===== src/rtl/bully_pkg.sv =====
// ----------------------------------------------------------------------------
// bully_pkg - shared types and constants for the bully leader election block
// Command, kind and status codes, sizes of the node table, and the command
// and status bundles passed between controller and datapath.
// ----------------------------------------------------------------------------
package bully_pkg;

  localparam int unsigned MAX_NODES = 8;
  localparam int unsigned ID_WIDTH  = 16;
  localparam int unsigned IDX_W     = 4;   // node index field width
  localparam int unsigned SLOT_W    = $clog2(MAX_NODES);
  localparam int unsigned CNT_W     = 4;   // node_count register width
  localparam int unsigned LDID_W    = 16;  // load_identifier field width

  typedef enum logic [2:0] {
    CMD_LOAD     = 3'd0,
    CMD_CRASH    = 3'd1,
    CMD_ACTIVATE = 3'd2,
    CMD_SELECT   = 3'd3,
    CMD_ELECT    = 3'd4
  } cmd_e;

  typedef enum logic [1:0] {
    KIND_STATUS = 2'd0,
    KIND_ELECT  = 2'd1,
    KIND_OK     = 2'd2,
    KIND_COORD  = 2'd3
  } kind_e;

  typedef enum logic [2:0] {
    ST_DONE      = 3'd0,
    ST_CRASHED   = 3'd1,
    ST_ACTIVE    = 3'd2,
    ST_INIT_DOWN = 3'd3,
    ST_BAD       = 3'd4
  } status_e;

  // Table read address source
  typedef enum logic [1:0] {
    RD_NODE  = 2'd0,
    RD_INIT  = 2'd1,
    RD_SCAN  = 2'd2,
    RD_COORD = 2'd3
  } rd_sel_e;

  // Which word the output register takes
  typedef enum logic [1:0] {
    EM_ELECT = 2'd0,
    EM_OK    = 2'd1,
    EM_FINAL = 2'd2
  } emit_sel_e;

  typedef struct packed {
    logic      latch_in;
    rd_sel_e   rd_sel;
    logic      load_wr;
    logic      live_clr;
    logic      live_set;
    logic      base_ld;
    logic      scan_clr;
    logic      scan_inc;
    logic      best_step;
    logic      coord_from_best;
    logic      coord_from_node;
    logic      fin_kind_ld;
    kind_e     fin_kind;
    logic      fin_status_ld;
    status_e   fin_status;
    logic      emit;
    emit_sel_e emit_sel;
  } ctrl_cmd_t;

  typedef struct packed {
    logic [2:0] cmd;
    logic       node_ok;
    logic       init_ok;
    logic       rd_live;
    logic       node_is_coord;
    logic       act_take;
    logic       elect_hit;
    logic       ok_hit;
    logic       lead_hit;
    logic       scan_end;
    logic       out_free;
  } dp_sts_t;

endpackage


===== src/rtl/bully_ctrl.sv =====
// ----------------------------------------------------------------------------
// bully_ctrl - command sequencer
// Decodes the latched command and steps the datapath through the election
// scans, emitting one word at a time into the output register.
// ----------------------------------------------------------------------------
module bully_ctrl
  import bully_pkg::*;
(
  input  logic      clk_i,
  input  logic      rst_ni,
  input  logic      in_valid_i,
  output logic      in_ready_o,
  input  dp_sts_t   sts_i,
  output ctrl_cmd_t cmd_o
);

  typedef enum logic [8:0] {
    S_IDLE     = 9'b000000001,
    S_DECODE   = 9'b000000010,
    S_ACT_CMP  = 9'b000000100,
    S_CHK_INIT = 9'b000001000,
    S_ELECT    = 9'b000010000,
    S_OKS      = 9'b000100000,
    S_LEADER   = 9'b001000000,
    S_SETCOORD = 9'b010000000,
    S_FINAL    = 9'b100000000
  } state_e;

  state_e state_q, state_d;

  always_ff @(posedge clk_i or negedge rst_ni) begin
    if (!rst_ni) begin
      state_q <= S_IDLE;
    end else begin
      state_q <= state_d;
    end
  end

  assign in_ready_o = (state_q == S_IDLE);

  always_comb begin
    state_d = state_q;
    cmd_o   = '0;
    cmd_o.rd_sel     = RD_NODE;
    cmd_o.fin_kind   = KIND_STATUS;
    cmd_o.fin_status = ST_DONE;
    cmd_o.emit_sel   = EM_FINAL;

    unique case (state_q)
      S_IDLE: begin
        if (in_valid_i) begin
          cmd_o.latch_in = 1'b1;
          state_d        = S_DECODE;
        end
      end

      S_DECODE: begin
        cmd_o.rd_sel      = RD_NODE;
        cmd_o.fin_kind_ld = 1'b1;
        cmd_o.fin_kind    = KIND_STATUS;
        state_d           = S_FINAL;
        case (sts_i.cmd)
          CMD_LOAD: begin
            cmd_o.fin_status_ld = 1'b1;
            if (!sts_i.node_ok) begin
              cmd_o.fin_status = ST_BAD;
            end else begin
              cmd_o.load_wr    = 1'b1;
              cmd_o.fin_status = ST_DONE;
            end
          end
          CMD_CRASH: begin
            cmd_o.fin_status_ld = 1'b1;
            if (!sts_i.node_ok) begin
              cmd_o.fin_status = ST_BAD;
            end else if (!sts_i.rd_live) begin
              cmd_o.fin_status = ST_CRASHED;
            end else begin
              cmd_o.live_clr   = 1'b1;
              cmd_o.fin_status = ST_DONE;
              // losing the coordinator starts an election
              if (sts_i.node_is_coord) begin
                state_d = S_CHK_INIT;
              end
            end
          end
          CMD_ACTIVATE: begin
            cmd_o.fin_status_ld = 1'b1;
            if (!sts_i.node_ok) begin
              cmd_o.fin_status = ST_BAD;
            end else begin
              cmd_o.live_set   = 1'b1;
              cmd_o.base_ld    = 1'b1;
              cmd_o.fin_status = sts_i.rd_live ? ST_ACTIVE : ST_DONE;
              state_d          = S_ACT_CMP;
            end
          end
          CMD_SELECT: begin
            cmd_o.scan_clr = 1'b1;
            state_d        = S_LEADER;
          end
          CMD_ELECT: begin
            state_d = S_CHK_INIT;
          end
          default: begin
            cmd_o.fin_status_ld = 1'b1;
            cmd_o.fin_status    = ST_BAD;
          end
        endcase
      end

      S_ACT_CMP: begin
        cmd_o.rd_sel = RD_COORD;
        if (sts_i.act_take) begin
          cmd_o.coord_from_node = 1'b1;
          cmd_o.fin_kind_ld     = 1'b1;
          cmd_o.fin_kind        = KIND_COORD;
        end
        state_d = S_FINAL;
      end

      S_CHK_INIT: begin
        cmd_o.rd_sel = RD_INIT;
        if (!sts_i.init_ok) begin
          cmd_o.fin_kind_ld   = 1'b1;
          cmd_o.fin_status_ld = 1'b1;
          cmd_o.fin_status    = ST_BAD;
          state_d             = S_FINAL;
        end else if (!sts_i.rd_live) begin
          cmd_o.fin_kind_ld   = 1'b1;
          cmd_o.fin_status_ld = 1'b1;
          cmd_o.fin_status    = ST_INIT_DOWN;
          state_d             = S_FINAL;
        end else begin
          cmd_o.base_ld  = 1'b1;
          cmd_o.scan_clr = 1'b1;
          state_d        = S_ELECT;
        end
      end

      S_ELECT: begin
        cmd_o.rd_sel   = RD_SCAN;
        cmd_o.emit_sel = EM_ELECT;
        // hold the scan while a message waits for the output register
        if (!(sts_i.elect_hit && !sts_i.out_free)) begin
          cmd_o.emit = sts_i.elect_hit;
          if (sts_i.scan_end) begin
            cmd_o.scan_clr = 1'b1;
            state_d        = S_OKS;
          end else begin
            cmd_o.scan_inc = 1'b1;
          end
        end
      end

      S_OKS: begin
        cmd_o.rd_sel   = RD_SCAN;
        cmd_o.emit_sel = EM_OK;
        if (!(sts_i.ok_hit && !sts_i.out_free)) begin
          cmd_o.emit = sts_i.ok_hit;
          if (sts_i.scan_end) begin
            cmd_o.scan_clr = 1'b1;
            state_d        = S_LEADER;
          end else begin
            cmd_o.scan_inc = 1'b1;
          end
        end
      end

      S_LEADER: begin
        cmd_o.rd_sel    = RD_SCAN;
        cmd_o.best_step = 1'b1;
        if (sts_i.scan_end) begin
          state_d = S_SETCOORD;
        end else begin
          cmd_o.scan_inc = 1'b1;
        end
      end

      S_SETCOORD: begin
        cmd_o.coord_from_best = 1'b1;
        cmd_o.fin_kind_ld     = 1'b1;
        cmd_o.fin_kind        = KIND_COORD;
        cmd_o.fin_status_ld   = 1'b1;
        cmd_o.fin_status      = ST_DONE;
        state_d               = S_FINAL;
      end

      S_FINAL: begin
        cmd_o.emit_sel = EM_FINAL;
        if (sts_i.out_free) begin
          cmd_o.emit = 1'b1;
          state_d    = S_IDLE;
        end
      end

      default: begin
        state_d = S_IDLE;
      end
    endcase
  end

  // A word is only pushed when the output register can take it.
  a_emit_room: assert property (@(posedge clk_i) disable iff (!rst_ni)
    cmd_o.emit |-> sts_i.out_free)
    else $error("emit while output register full");

  // The scan never steps past the last node in use.
  a_scan_bound: assert property (@(posedge clk_i) disable iff (!rst_ni)
    cmd_o.scan_inc |-> !sts_i.scan_end)
    else $error("scan stepped past last node");

  // Every accepted item reaches its final word before the next one enters.
  a_final_then_idle: assert property (@(posedge clk_i) disable iff (!rst_ni)
    (state_q == S_FINAL && cmd_o.emit) |=> in_ready_o)
    else $error("final word did not return to idle");

endmodule


===== src/rtl/bully_dp.sv =====
// ----------------------------------------------------------------------------
// bully_dp - node table and election datapath
// Holds the node table, the latched command, the scan counter, the running
// leader, the coordinator and the output register.
// ----------------------------------------------------------------------------
module bully_dp
  import bully_pkg::*;
(
  input  logic                 clk_i,
  input  logic                 rst_ni,
  input  logic                 cfg_we_i,
  input  logic [CNT_W-1:0]     cfg_wdata_i,
  input  logic [2:0]           in_cmd_i,
  input  logic [IDX_W-1:0]     in_node_i,
  input  logic [IDX_W-1:0]     in_init_i,
  input  logic [LDID_W-1:0]    in_ld_id_i,
  input  logic                 in_ld_live_i,
  input  ctrl_cmd_t            cmd_i,
  output dp_sts_t              sts_o,
  output logic                 out_valid_o,
  input  logic                 out_ready_i,
  output logic [1:0]           out_kind_o,
  output logic [IDX_W-1:0]     out_from_o,
  output logic [IDX_W-1:0]     out_to_o,
  output logic [2:0]           out_status_o,
  output logic [IDX_W-1:0]     out_coord_o,
  output logic                 out_last_o
);

  logic [CNT_W-1:0]    node_count_q;
  logic [MAX_NODES-1:0] live_q;
  logic [ID_WIDTH-1:0] id_q [MAX_NODES];
  logic [IDX_W-1:0]    coord_q;

  logic [2:0]          cmd_q;
  logic [IDX_W-1:0]    node_q, init_q;
  logic [ID_WIDTH-1:0] ld_id_q;
  logic                ld_live_q;

  logic [IDX_W-1:0]    scan_q;
  logic [ID_WIDTH-1:0] base_q;
  logic [IDX_W-1:0]    best_q;
  logic [ID_WIDTH-1:0] best_id_q;
  kind_e               fin_kind_q;
  status_e             fin_status_q;

  logic                out_valid_q;
  logic [1:0]          out_kind_q;
  logic [IDX_W-1:0]    out_from_q, out_to_q, out_coord_q;
  logic [2:0]          out_status_q;
  logic                out_last_q;

  logic [IDX_W-1:0]    used;
  logic [IDX_W-1:0]    rd_addr;
  logic [SLOT_W-1:0]   rd_slot, node_slot;
  logic [ID_WIDTH-1:0] rd_id;
  logic                rd_live;
  logic                out_free;

  // Clamp the node count to 1..MAX_NODES
  always_comb begin
    if (node_count_q == '0) begin
      used = IDX_W'(1);
    end else if (IDX_W'(node_count_q) > IDX_W'(MAX_NODES)) begin
      used = IDX_W'(MAX_NODES);
    end else begin
      used = IDX_W'(node_count_q);
    end
  end

  always_comb begin
    case (cmd_i.rd_sel)
      RD_NODE:  rd_addr = node_q;
      RD_INIT:  rd_addr = init_q;
      RD_SCAN:  rd_addr = scan_q;
      RD_COORD: rd_addr = coord_q;
      default:  rd_addr = node_q;
    endcase
  end

  assign rd_slot   = SLOT_W'(rd_addr - IDX_W'(1));
  assign node_slot = SLOT_W'(node_q - IDX_W'(1));
  assign rd_id     = id_q[rd_slot];
  assign rd_live   = live_q[rd_slot];
  assign out_free  = !out_valid_q || out_ready_i;

  always_comb begin
    sts_o.cmd           = cmd_q;
    sts_o.node_ok       = (node_q != '0) && (node_q <= used);
    sts_o.init_ok       = (init_q != '0) && (init_q <= used);
    sts_o.rd_live       = rd_live;
    sts_o.node_is_coord = (node_q == coord_q);
    sts_o.act_take      = (coord_q == '0) || (base_q > rd_id);
    sts_o.elect_hit     = (scan_q != init_q) && (rd_id > base_q);
    sts_o.ok_hit        = (scan_q != init_q) && (rd_id > base_q) && rd_live;
    sts_o.lead_hit      = rd_live && ((best_q == '0) || (rd_id > best_id_q));
    sts_o.scan_end      = (scan_q == used);
    sts_o.out_free      = out_free;
  end

  // Configuration and node table
  always_ff @(posedge clk_i or negedge rst_ni) begin
    if (!rst_ni) begin
      node_count_q <= CNT_W'(MAX_NODES);
      live_q       <= '0;
      for (int i = 0; i < MAX_NODES; i++) begin
        id_q[i] <= '0;
      end
      coord_q      <= '0;
    end else begin
      if (cfg_we_i) begin
        node_count_q <= cfg_wdata_i;
      end
      if (cmd_i.load_wr) begin
        id_q[node_slot]   <= ld_id_q;
        live_q[node_slot] <= ld_live_q;
      end
      if (cmd_i.live_clr) begin
        live_q[node_slot] <= 1'b0;
      end
      if (cmd_i.live_set) begin
        live_q[node_slot] <= 1'b1;
      end
      if (cmd_i.coord_from_best) begin
        coord_q <= best_q;
      end
      if (cmd_i.coord_from_node) begin
        coord_q <= node_q;
      end
    end
  end

  // Latched command and scan working registers
  always_ff @(posedge clk_i) begin
    if (cmd_i.latch_in) begin
      cmd_q     <= in_cmd_i;
      node_q    <= in_node_i;
      init_q    <= in_init_i;
      ld_id_q   <= ID_WIDTH'(in_ld_id_i);
      ld_live_q <= in_ld_live_i;
    end
    if (cmd_i.base_ld) begin
      base_q <= rd_id;
    end
    if (cmd_i.scan_clr) begin
      scan_q <= IDX_W'(1);
      best_q <= '0;
    end else begin
      if (cmd_i.scan_inc) begin
        scan_q <= scan_q + IDX_W'(1);
      end
      if (cmd_i.best_step && sts_o.lead_hit) begin
        best_q    <= scan_q;
        best_id_q <= rd_id;
      end
    end
    if (cmd_i.fin_kind_ld) begin
      fin_kind_q <= cmd_i.fin_kind;
    end
    if (cmd_i.fin_status_ld) begin
      fin_status_q <= cmd_i.fin_status;
    end
  end

  // Output register
  always_ff @(posedge clk_i or negedge rst_ni) begin
    if (!rst_ni) begin
      out_valid_q <= 1'b0;
    end else if (cmd_i.emit) begin
      out_valid_q <= 1'b1;
    end else if (out_ready_i) begin
      out_valid_q <= 1'b0;
    end
  end

  always_ff @(posedge clk_i) begin
    if (cmd_i.emit) begin
      out_coord_q <= coord_q;
      case (cmd_i.emit_sel)
        EM_ELECT: begin
          out_kind_q   <= KIND_ELECT;
          out_from_q   <= init_q;
          out_to_q     <= scan_q;
          out_status_q <= ST_DONE;
          out_last_q   <= 1'b0;
        end
        EM_OK: begin
          out_kind_q   <= KIND_OK;
          out_from_q   <= scan_q;
          out_to_q     <= init_q;
          out_status_q <= ST_DONE;
          out_last_q   <= 1'b0;
        end
        default: begin
          out_kind_q   <= fin_kind_q;
          out_from_q   <= '0;
          out_to_q     <= '0;
          out_status_q <= fin_status_q;
          out_last_q   <= 1'b1;
        end
      endcase
    end
  end

  assign out_valid_o  = out_valid_q;
  assign out_kind_o   = out_kind_q;
  assign out_from_o   = out_from_q;
  assign out_to_o     = out_to_q;
  assign out_status_o = out_status_q;
  assign out_coord_o  = out_coord_q;
  assign out_last_o   = out_last_q;

  // The coordinator always names a table slot or nobody.
  a_coord_range: assert property (@(posedge clk_i) disable iff (!rst_ni)
    coord_q <= IDX_W'(MAX_NODES))
    else $error("coordinator outside node table");

endmodule


===== src/rtl/bully_leader_election_top.sv =====
// ----------------------------------------------------------------------------
// bully_leader_election_top - bully leader election over a node table
// Keeps up to eight nodes (live flag, identifier) and runs elections on
// command, reporting messages, replies and the elected coordinator.
// ----------------------------------------------------------------------------
// Usage:
//   Commands enter on the s_axis channel, one word per command. Each command
//   yields one or more result words on m_axis; tlast marks the final word of
//   a command, tuser carries the word kind (status, election message, OK
//   reply, coordinator announcement).
//   cfg_we_i/cfg_wdata_i write node_count; write it only while no command is
//   in flight.
// Timing:
//   The single word of load, plain crash, unknown codes, refused elections,
//   activate and select is registered once the command has been decoded,
//   after the coordinator compare for activate and the leader search for select.
//   An election over n nodes walks the table three times (messages, replies,
//   leader search), one node per cycle through the single table read port
//   while the output register can take each message; the scan holds on a
//   message while it waits. Its final word follows the leader search. The next
//   command is accepted in the cycle after the final word is registered.
// Reset:
//   Clears all live flags and identifiers, clears the coordinator to none and
//   sets node_count to eight. No clearing pass is needed.
// Back-pressure:
//   While m_axis_tready is low, the output register holds its word and the
//   scan pauses on the next word to send; nothing is dropped.
// ----------------------------------------------------------------------------
module bully_leader_election_top
  import bully_pkg::*;
(
  input  logic        clk_i,
  input  logic        rst_ni,
  // configuration: node_count
  input  logic        cfg_we_i,
  input  logic [3:0]  cfg_wdata_i,
  // command words
  input  logic        s_axis_tvalid,
  output logic        s_axis_tready,
  // [2:0] cmd, [6:3] node_index, [10:7] initiator_index,
  // [26:11] load_identifier, [27] load_live, [31:28] zero
  input  logic [31:0] s_axis_tdata,
  // result words
  output logic        m_axis_tvalid,
  input  logic        m_axis_tready,
  // [3:0] from_index, [7:4] to_index, [10:8] status,
  // [14:11] coordinator_index, [15] zero
  output logic [15:0] m_axis_tdata,
  // [1:0] kind
  output logic [1:0]  m_axis_tuser,
  output logic        m_axis_tlast
);

  ctrl_cmd_t        cmd;
  dp_sts_t          sts;
  logic [IDX_W-1:0] out_from, out_to, out_coord;
  logic [2:0]       out_status;

  bully_ctrl u_ctrl (
    .clk_i      (clk_i),
    .rst_ni     (rst_ni),
    .in_valid_i (s_axis_tvalid),
    .in_ready_o (s_axis_tready),
    .sts_i      (sts),
    .cmd_o      (cmd)
  );

  bully_dp u_dp (
    .clk_i        (clk_i),
    .rst_ni       (rst_ni),
    .cfg_we_i     (cfg_we_i),
    .cfg_wdata_i  (cfg_wdata_i),
    .in_cmd_i     (s_axis_tdata[2:0]),
    .in_node_i    (s_axis_tdata[6:3]),
    .in_init_i    (s_axis_tdata[10:7]),
    .in_ld_id_i   (s_axis_tdata[26:11]),
    .in_ld_live_i (s_axis_tdata[27]),
    .cmd_i        (cmd),
    .sts_o        (sts),
    .out_valid_o  (m_axis_tvalid),
    .out_ready_i  (m_axis_tready),
    .out_kind_o   (m_axis_tuser),
    .out_from_o   (out_from),
    .out_to_o     (out_to),
    .out_status_o (out_status),
    .out_coord_o  (out_coord),
    .out_last_o   (m_axis_tlast)
  );

  // Pack the result fields, lowest field first
  assign m_axis_tdata = {1'b0, out_coord, out_status, out_to, out_from};

endmodule

===== config.mk =====
export PLATFORM = sky130hd
export DESIGN_NAME = bully_leader_election_top
export DESIGN_NICKNAME = d
export VERILOG_FILES = /design/src/rtl/bully_pkg.sv /design/src/rtl/bully_ctrl.sv /design/src/rtl/bully_dp.sv /design/src/rtl/bully_leader_election_top.sv
export SDC_FILE = /design/constraint.sdc
export NUM_CORES = 1
export LEC_CHECK = 0
export BUFFER_PORTS_ARGS = -buffer_cell sky130_fd_sc_hd__buf_2
export CORE_ASPECT_RATIO = 1.1
export CORE_MARGIN = 2
export CORE_UTILIZATION = 56
export DETAILED_ROUTE_END_ITERATION = 8
export PLACE_DENSITY = 0.77
export SLEW_MARGIN = 20
export SYNTH_ARGS = -nofsm -noshare
export SYNTH_HDL_FRONTEND = slang
export SYNTH_HIERARCHICAL = 1
export SYNTH_SLANG_ARGS = --single-unit

===== constraint.sdc =====
create_clock -name clk_i -period 6.7 [get_ports clk_i]
set_clock_uncertainty 0.15 [all_clocks]
set_input_delay 1.005 -clock clk_i [delete_from_list [all_inputs] [get_ports clk_i]]
set_output_delay 1.005 -clock clk_i [all_outputs]
set_load 0.03 [all_outputs]

; Word-level counts from Yosys, hierarchy flattened
; Index checks and enable logic that the tools add are counted.
; Widths: inputs -> output; s select.
[totals]
regBits = 245
output_inout_bits = 21
[classes]
n_addsub = 3
n_lt_le_gt_ge = 12
eq_ne = 27
n_mux = 82
bitwise_logic = 6
n_reduce_logical = 32
[op_table]
columns = cell, count
row1 = $bwmux 128, 1
row2 = $mux 9, 13
row3 = $pmux 9 s8, 1
row4 = $bmux 16 s3, 1
row5 = $demux 16 s3, 1
row6 = $gt 16x16->1, 3
row7 = $mux 16, 3
row8 = $pmux 9 s4, 1
row9 = $mux 4, 7
row10 = $mux 1, 24
row11 = $mux 8, 3
row12 = $pmux 4 s2, 2
row13 = $pmux 4 s4, 1
row14 = $mux 2, 7
row15 = $logic_not 4->1, 3
row16 = $mux 3, 4
row17 = $ne 2x2->1 const B, 6
row18 = $pmux 3 s4, 1
row19 = $pmux 4 s3, 1
row20 = $logic_and 1x1->1, 10
row21 = $eq 9x1->1 const B, 1
row22 = $eq 9x2->1 const B, 1
row23 = $eq 9x3->1 const B, 1
row24 = $eq 9x4->1 const B, 1
row25 = other kinds (45), 65

; Longest topological paths before layout
[logic_depth]
ltp_word = 19
ltp_mapped = 29
depth_no_buf = 24

; Hierarchy
; The synthesis kept the hierarchy.
[modules_own_cells]
columns = mod, instances, cells_each, area_each_um2, seq_area_each_um2
row1 = bully_dp, 1, 755, 10905.5, 6282.3
row2 = bully_ctrl, 1, 128, 967.2, 226.5
row3 = bully_leader_election_top, 1, 2, 11.3, 0.0

; Worst setup path after synthesis
; OpenSTA, ideal clock, no wires.
[synth_timing]
path_type = register -> register
startpoint = register u_ctrl.state_q[8]
endpoint = register u_dp.best_id_q[0], enable pin
setup_time_ns = 0.374
arrival_time_ns = 6.378
required_time_ns = 6.176
slack_ns = -0.202
path_stages_with_launch = 27
path_buffers = 6
path_cell_list = dfrtp_1 buf_2 or3_4 or4_4 a21oi_1 mux4_1 buf_6 buf_2 inv_1 ha_1 buf_1 clkbuf_1 mux4_2 mux2_2 ha_1 nand3_1 nor3_1 o221ai_1 a31oi_1 and2_1 inv_1 o21ai_0 o21ai_0 nand3_1 nand3_1 clkbuf_1 and3b_1
[synth_lines]
columns = element, line
row1 = from (decl), bully_ctrl.sv:29  ; state_e state_q, state_d;
row2 = from (signal assigned), bully_ctrl.sv:35  ; state_q <= state_d;
row3 = to (signal assigned), bully_dp.sv:154  ; best_id_q <= rd_id;
row4 = to (decl), bully_dp.sv:43  ; logic [ID_WIDTH-1:0] best_id_q;

==> out/metrics.yaml <==
layout_min_cycle_time_ps: 6340
ys.flop_type: "dfrtp_1"
cts_tree: "yes"
min_path_cells: 1
regToRegSetupSlack_ps: 360
ir_worst_vdd_mv: 0.255
fin_crit_sh_pct: 94.6
initial_core_util_pct: 57.4
num_io_pins: 62
num_rows: 55
die_height_um: 157
clkSinkCount: 245
p_leak_uw: 0.00610
slew_violations: 0
power_density_nw_per_um2: 305
grt_max_degree: 95
yosys.area.top_type: "dfrtp_1"
syn_to_final_growth_pct: 12.9
worst_ep_arrival_time_ps: 6410
final_common_cell: "dfrtp_1"
syn_inst: 885
critical_path_class: "flop to flop"
drt-initial-drc-count: 355
cts.clk_slew.worst_paths_ps: 60
tightest_slew_ps: 913
gr-usage-all-layers_pct: 21.5
syn_avg_cell_area_um2: 13.4
drc: 0
place_congestion: 0.873
synth-edff-count: 83
fp.dieW_um: 143
critPathLaunchType: "flop"
ys_ff_latch: 245
multi_input_area_um2: 4990
n_fill_cell: 1514
drt-wirelength-per-cell_um: 18.6
drtAntennaViolNets: 0
htree_levels: 1
startpoint: "u_ctrl/state_q[8]"
drive_gt1_share_pct: 33.7
via_per_inst: 5.70
core_area_um2: 20700
synthesis.area_um2: 11900
hold_end: "u_dp/id_q[58]"
finalInstanceArea_um2: 13400
ys_types: 62
synth_warnings: 6
cp_max_fo: 33
rsz0062_at_grt: "false"
cts_buffers: 26
num_vias: 7176
clk_latency_ps: 530
synth_fp_nets: 970
placed_area_um2: 12600
finalSetupViolCount: 0
hold_viol_final: 0
postCtsHoldBufs: 0
final.setup.tns_ps: 0
port_buffers: 56
grt_pass1_wl_um: 37600
antenna_found_initial: 0
reg2regPathDepth: 23
overflow: 0
totalWireLength_um: 23500
final-seq-area_um2: 6510
clock_path_buffers: 3
layout.nets: 1040
seq_area_frac_synth_pct: 54.8
utilization_pct: 64.8
relSlewSlack_pct: 39.1
r2r_start: "u_ctrl/state_q[8]"
synth_area_leaders: "dfrtp_1 (32%), edfxtp_1 (21%), mux2_2 (14%)"
layout_common_cells: "dfrtp_1 (152), mux2_2 (147), edfxtp_1 (83)"
first_pass_iters: 5
grt_pass1_vias: 7147
max_clock_freq_ghz: 0.158
hp-class: "flop to flop"
hp-start: "u_dp/id_q[58]"
r2r_end: "u_dp/best_id_q[0]"
status: "completed"
n_antenna_cell: 0
cp.required_ps: 6780
end_kind: "flop"
max_cap_viol_count: 0
die_area_um2: 22400
async_flop_share_pct: 62.9
cts-root-buf: "clkbuf_16"
dp_hpwl_um: 15200
post-synth-top-area-fraction_pct: 32.0
## report_power, final
group | internal [uW] | switching (uW)
sequential | 1730 | 155
clock | 793 | 571
combinational | 383 | 456
total | 2910 | 1180
## state kept, by name, summed over array words and instances, names as in the netlist, 2 cells and up
name               cells
u_dp/fin_kind_q        2
u_dp/cmd_q             3
u_dp/best_id_q        16
u_dp/id_q            128
u_ctrl/state_q         9
u_dp/live_q            8
u_dp/out_from_o        4
u_dp/node_count_q      4
u_dp/scan_q            4
u_dp/out_to_o          4
u_dp/best_q            4
u_dp/out_status_o      3
u_dp/init_q            4
u_dp/fin_status_q      3
u_dp/out_coord_o       4
u_dp/coord_q           4
u_dp/out_kind_o        2
u_dp/ld_id_q          16
u_dp/base_q           16
u_dp/node_q            4
## per-stage QoR
stage / instances / total power, uW / setup WS (ps) / hold WS (ps)
after floorplan: 885 / 2480 / 85.3 / 324
after global placement: 1209 / 2710 / 325 / 332
after detailed placement: 1209 / 2740 / 260 / 340
after CTS: 1257 / 4120 / 204 / 353
after global routing: 1260 / 4280 / 61.7 / 360
final: 1260 / 4090 / 364 / 350
## cell usage after synthesis (3+ instances only)
cell type / count
edfxtp_1: 83
nand2b_1: 10
or2_2: 3
a41oi_1: 3
ha_1: 44
a21o_1: 5
dfxtp_1: 8
nor2_1: 62
nand2_1: 30
a21oi_1: 41
mux4_2: 34
dfrtp_1: 152
mux2i_1: 21
nor4_1: 6
nand3_1: 21
mux2_2: 147
a21bo_2: 3
and2_1: 8
clkbuf_1: 27
inv_1: 49
nor3_1: 9
xor2_1: 16
o21ai_0: 24
nand4_1: 5
buf_4: 4
nor2b_1: 12
buf_2: 9
## critical path, cell delays in order (launching register included)
cell and delay [ps]:
dfrtp_1 480, or3_4 450, or4_4 500, a21oi_1 140
buf_4 160, mux4_1 560, inv_1 80, ha_1 250
buf_12 190, mux4_2 330, mux2_2 320, ha_1 310
nand3_1 140, nor3_2 290, o221ai_1 200, a31oi_2 280
and2_1 200, inv_1 40, o21ai_0 120, o21ai_0 130
nand3_1 120, nand3_1 110, and3b_2 280, buf_12 160
## layout make-up
cell class                 count  share of cell area (%)
clock buffer                  37                    5.69
multi-input combinational    547                    37.2
clock inverter                11                   0.448
sequential                   245                    48.5
tap                          285                    2.66
inverter                      49                    1.37
timing repair buffer          86                    4.09
## worst max path at each step
stage	to	cells after the start
after floorplan	u_dp/best_id_q[0]	26
after global placement	u_dp/best_id_q[6]	23
after detailed placement	u_ctrl/state_q[5]	21
after CTS	u_dp/best_id_q[0]	23
after global routing	u_ctrl/state_q[6]	21
final	u_dp/best_id_q[0]	23
## cells by family (layout without fill, tap and decap cells)
logic type               after synthesis  after routing  share of synthesized area, %
AO/OA/AOI/OAI                         97             97                          5.42
XOR/XNOR                              19             19                          1.56
adder cells (fa/ha/maj)               44             44                          4.63
buffers and inverters                 93            183                          3.28
flip-flops                           245            245                          54.8
multiplexers                         204            204                          22.6
other                                  1              1                        0.0316
AND/OR/NAND/NOR                      182            182                          7.72
## metal layers
metal | track usage [%] | routed length [um] | up-vias
met1 | 27.9 | 9960 | 3612
met2 | 37.9 | 12000 | 157
met3 | 3.24 | 940 | 35
met5 | 0 | 0 | -
li1 | - | - | 3372
met4 | 6.18 | 531 | 0
## repair_timing
action / in CTS / in global routing
resized for setup: 0 / 2
setup endpoints to repair: 0 / 21
buffers inserted: 0 / 3
No activity file was read; power rests on OpenSTA's default activity.
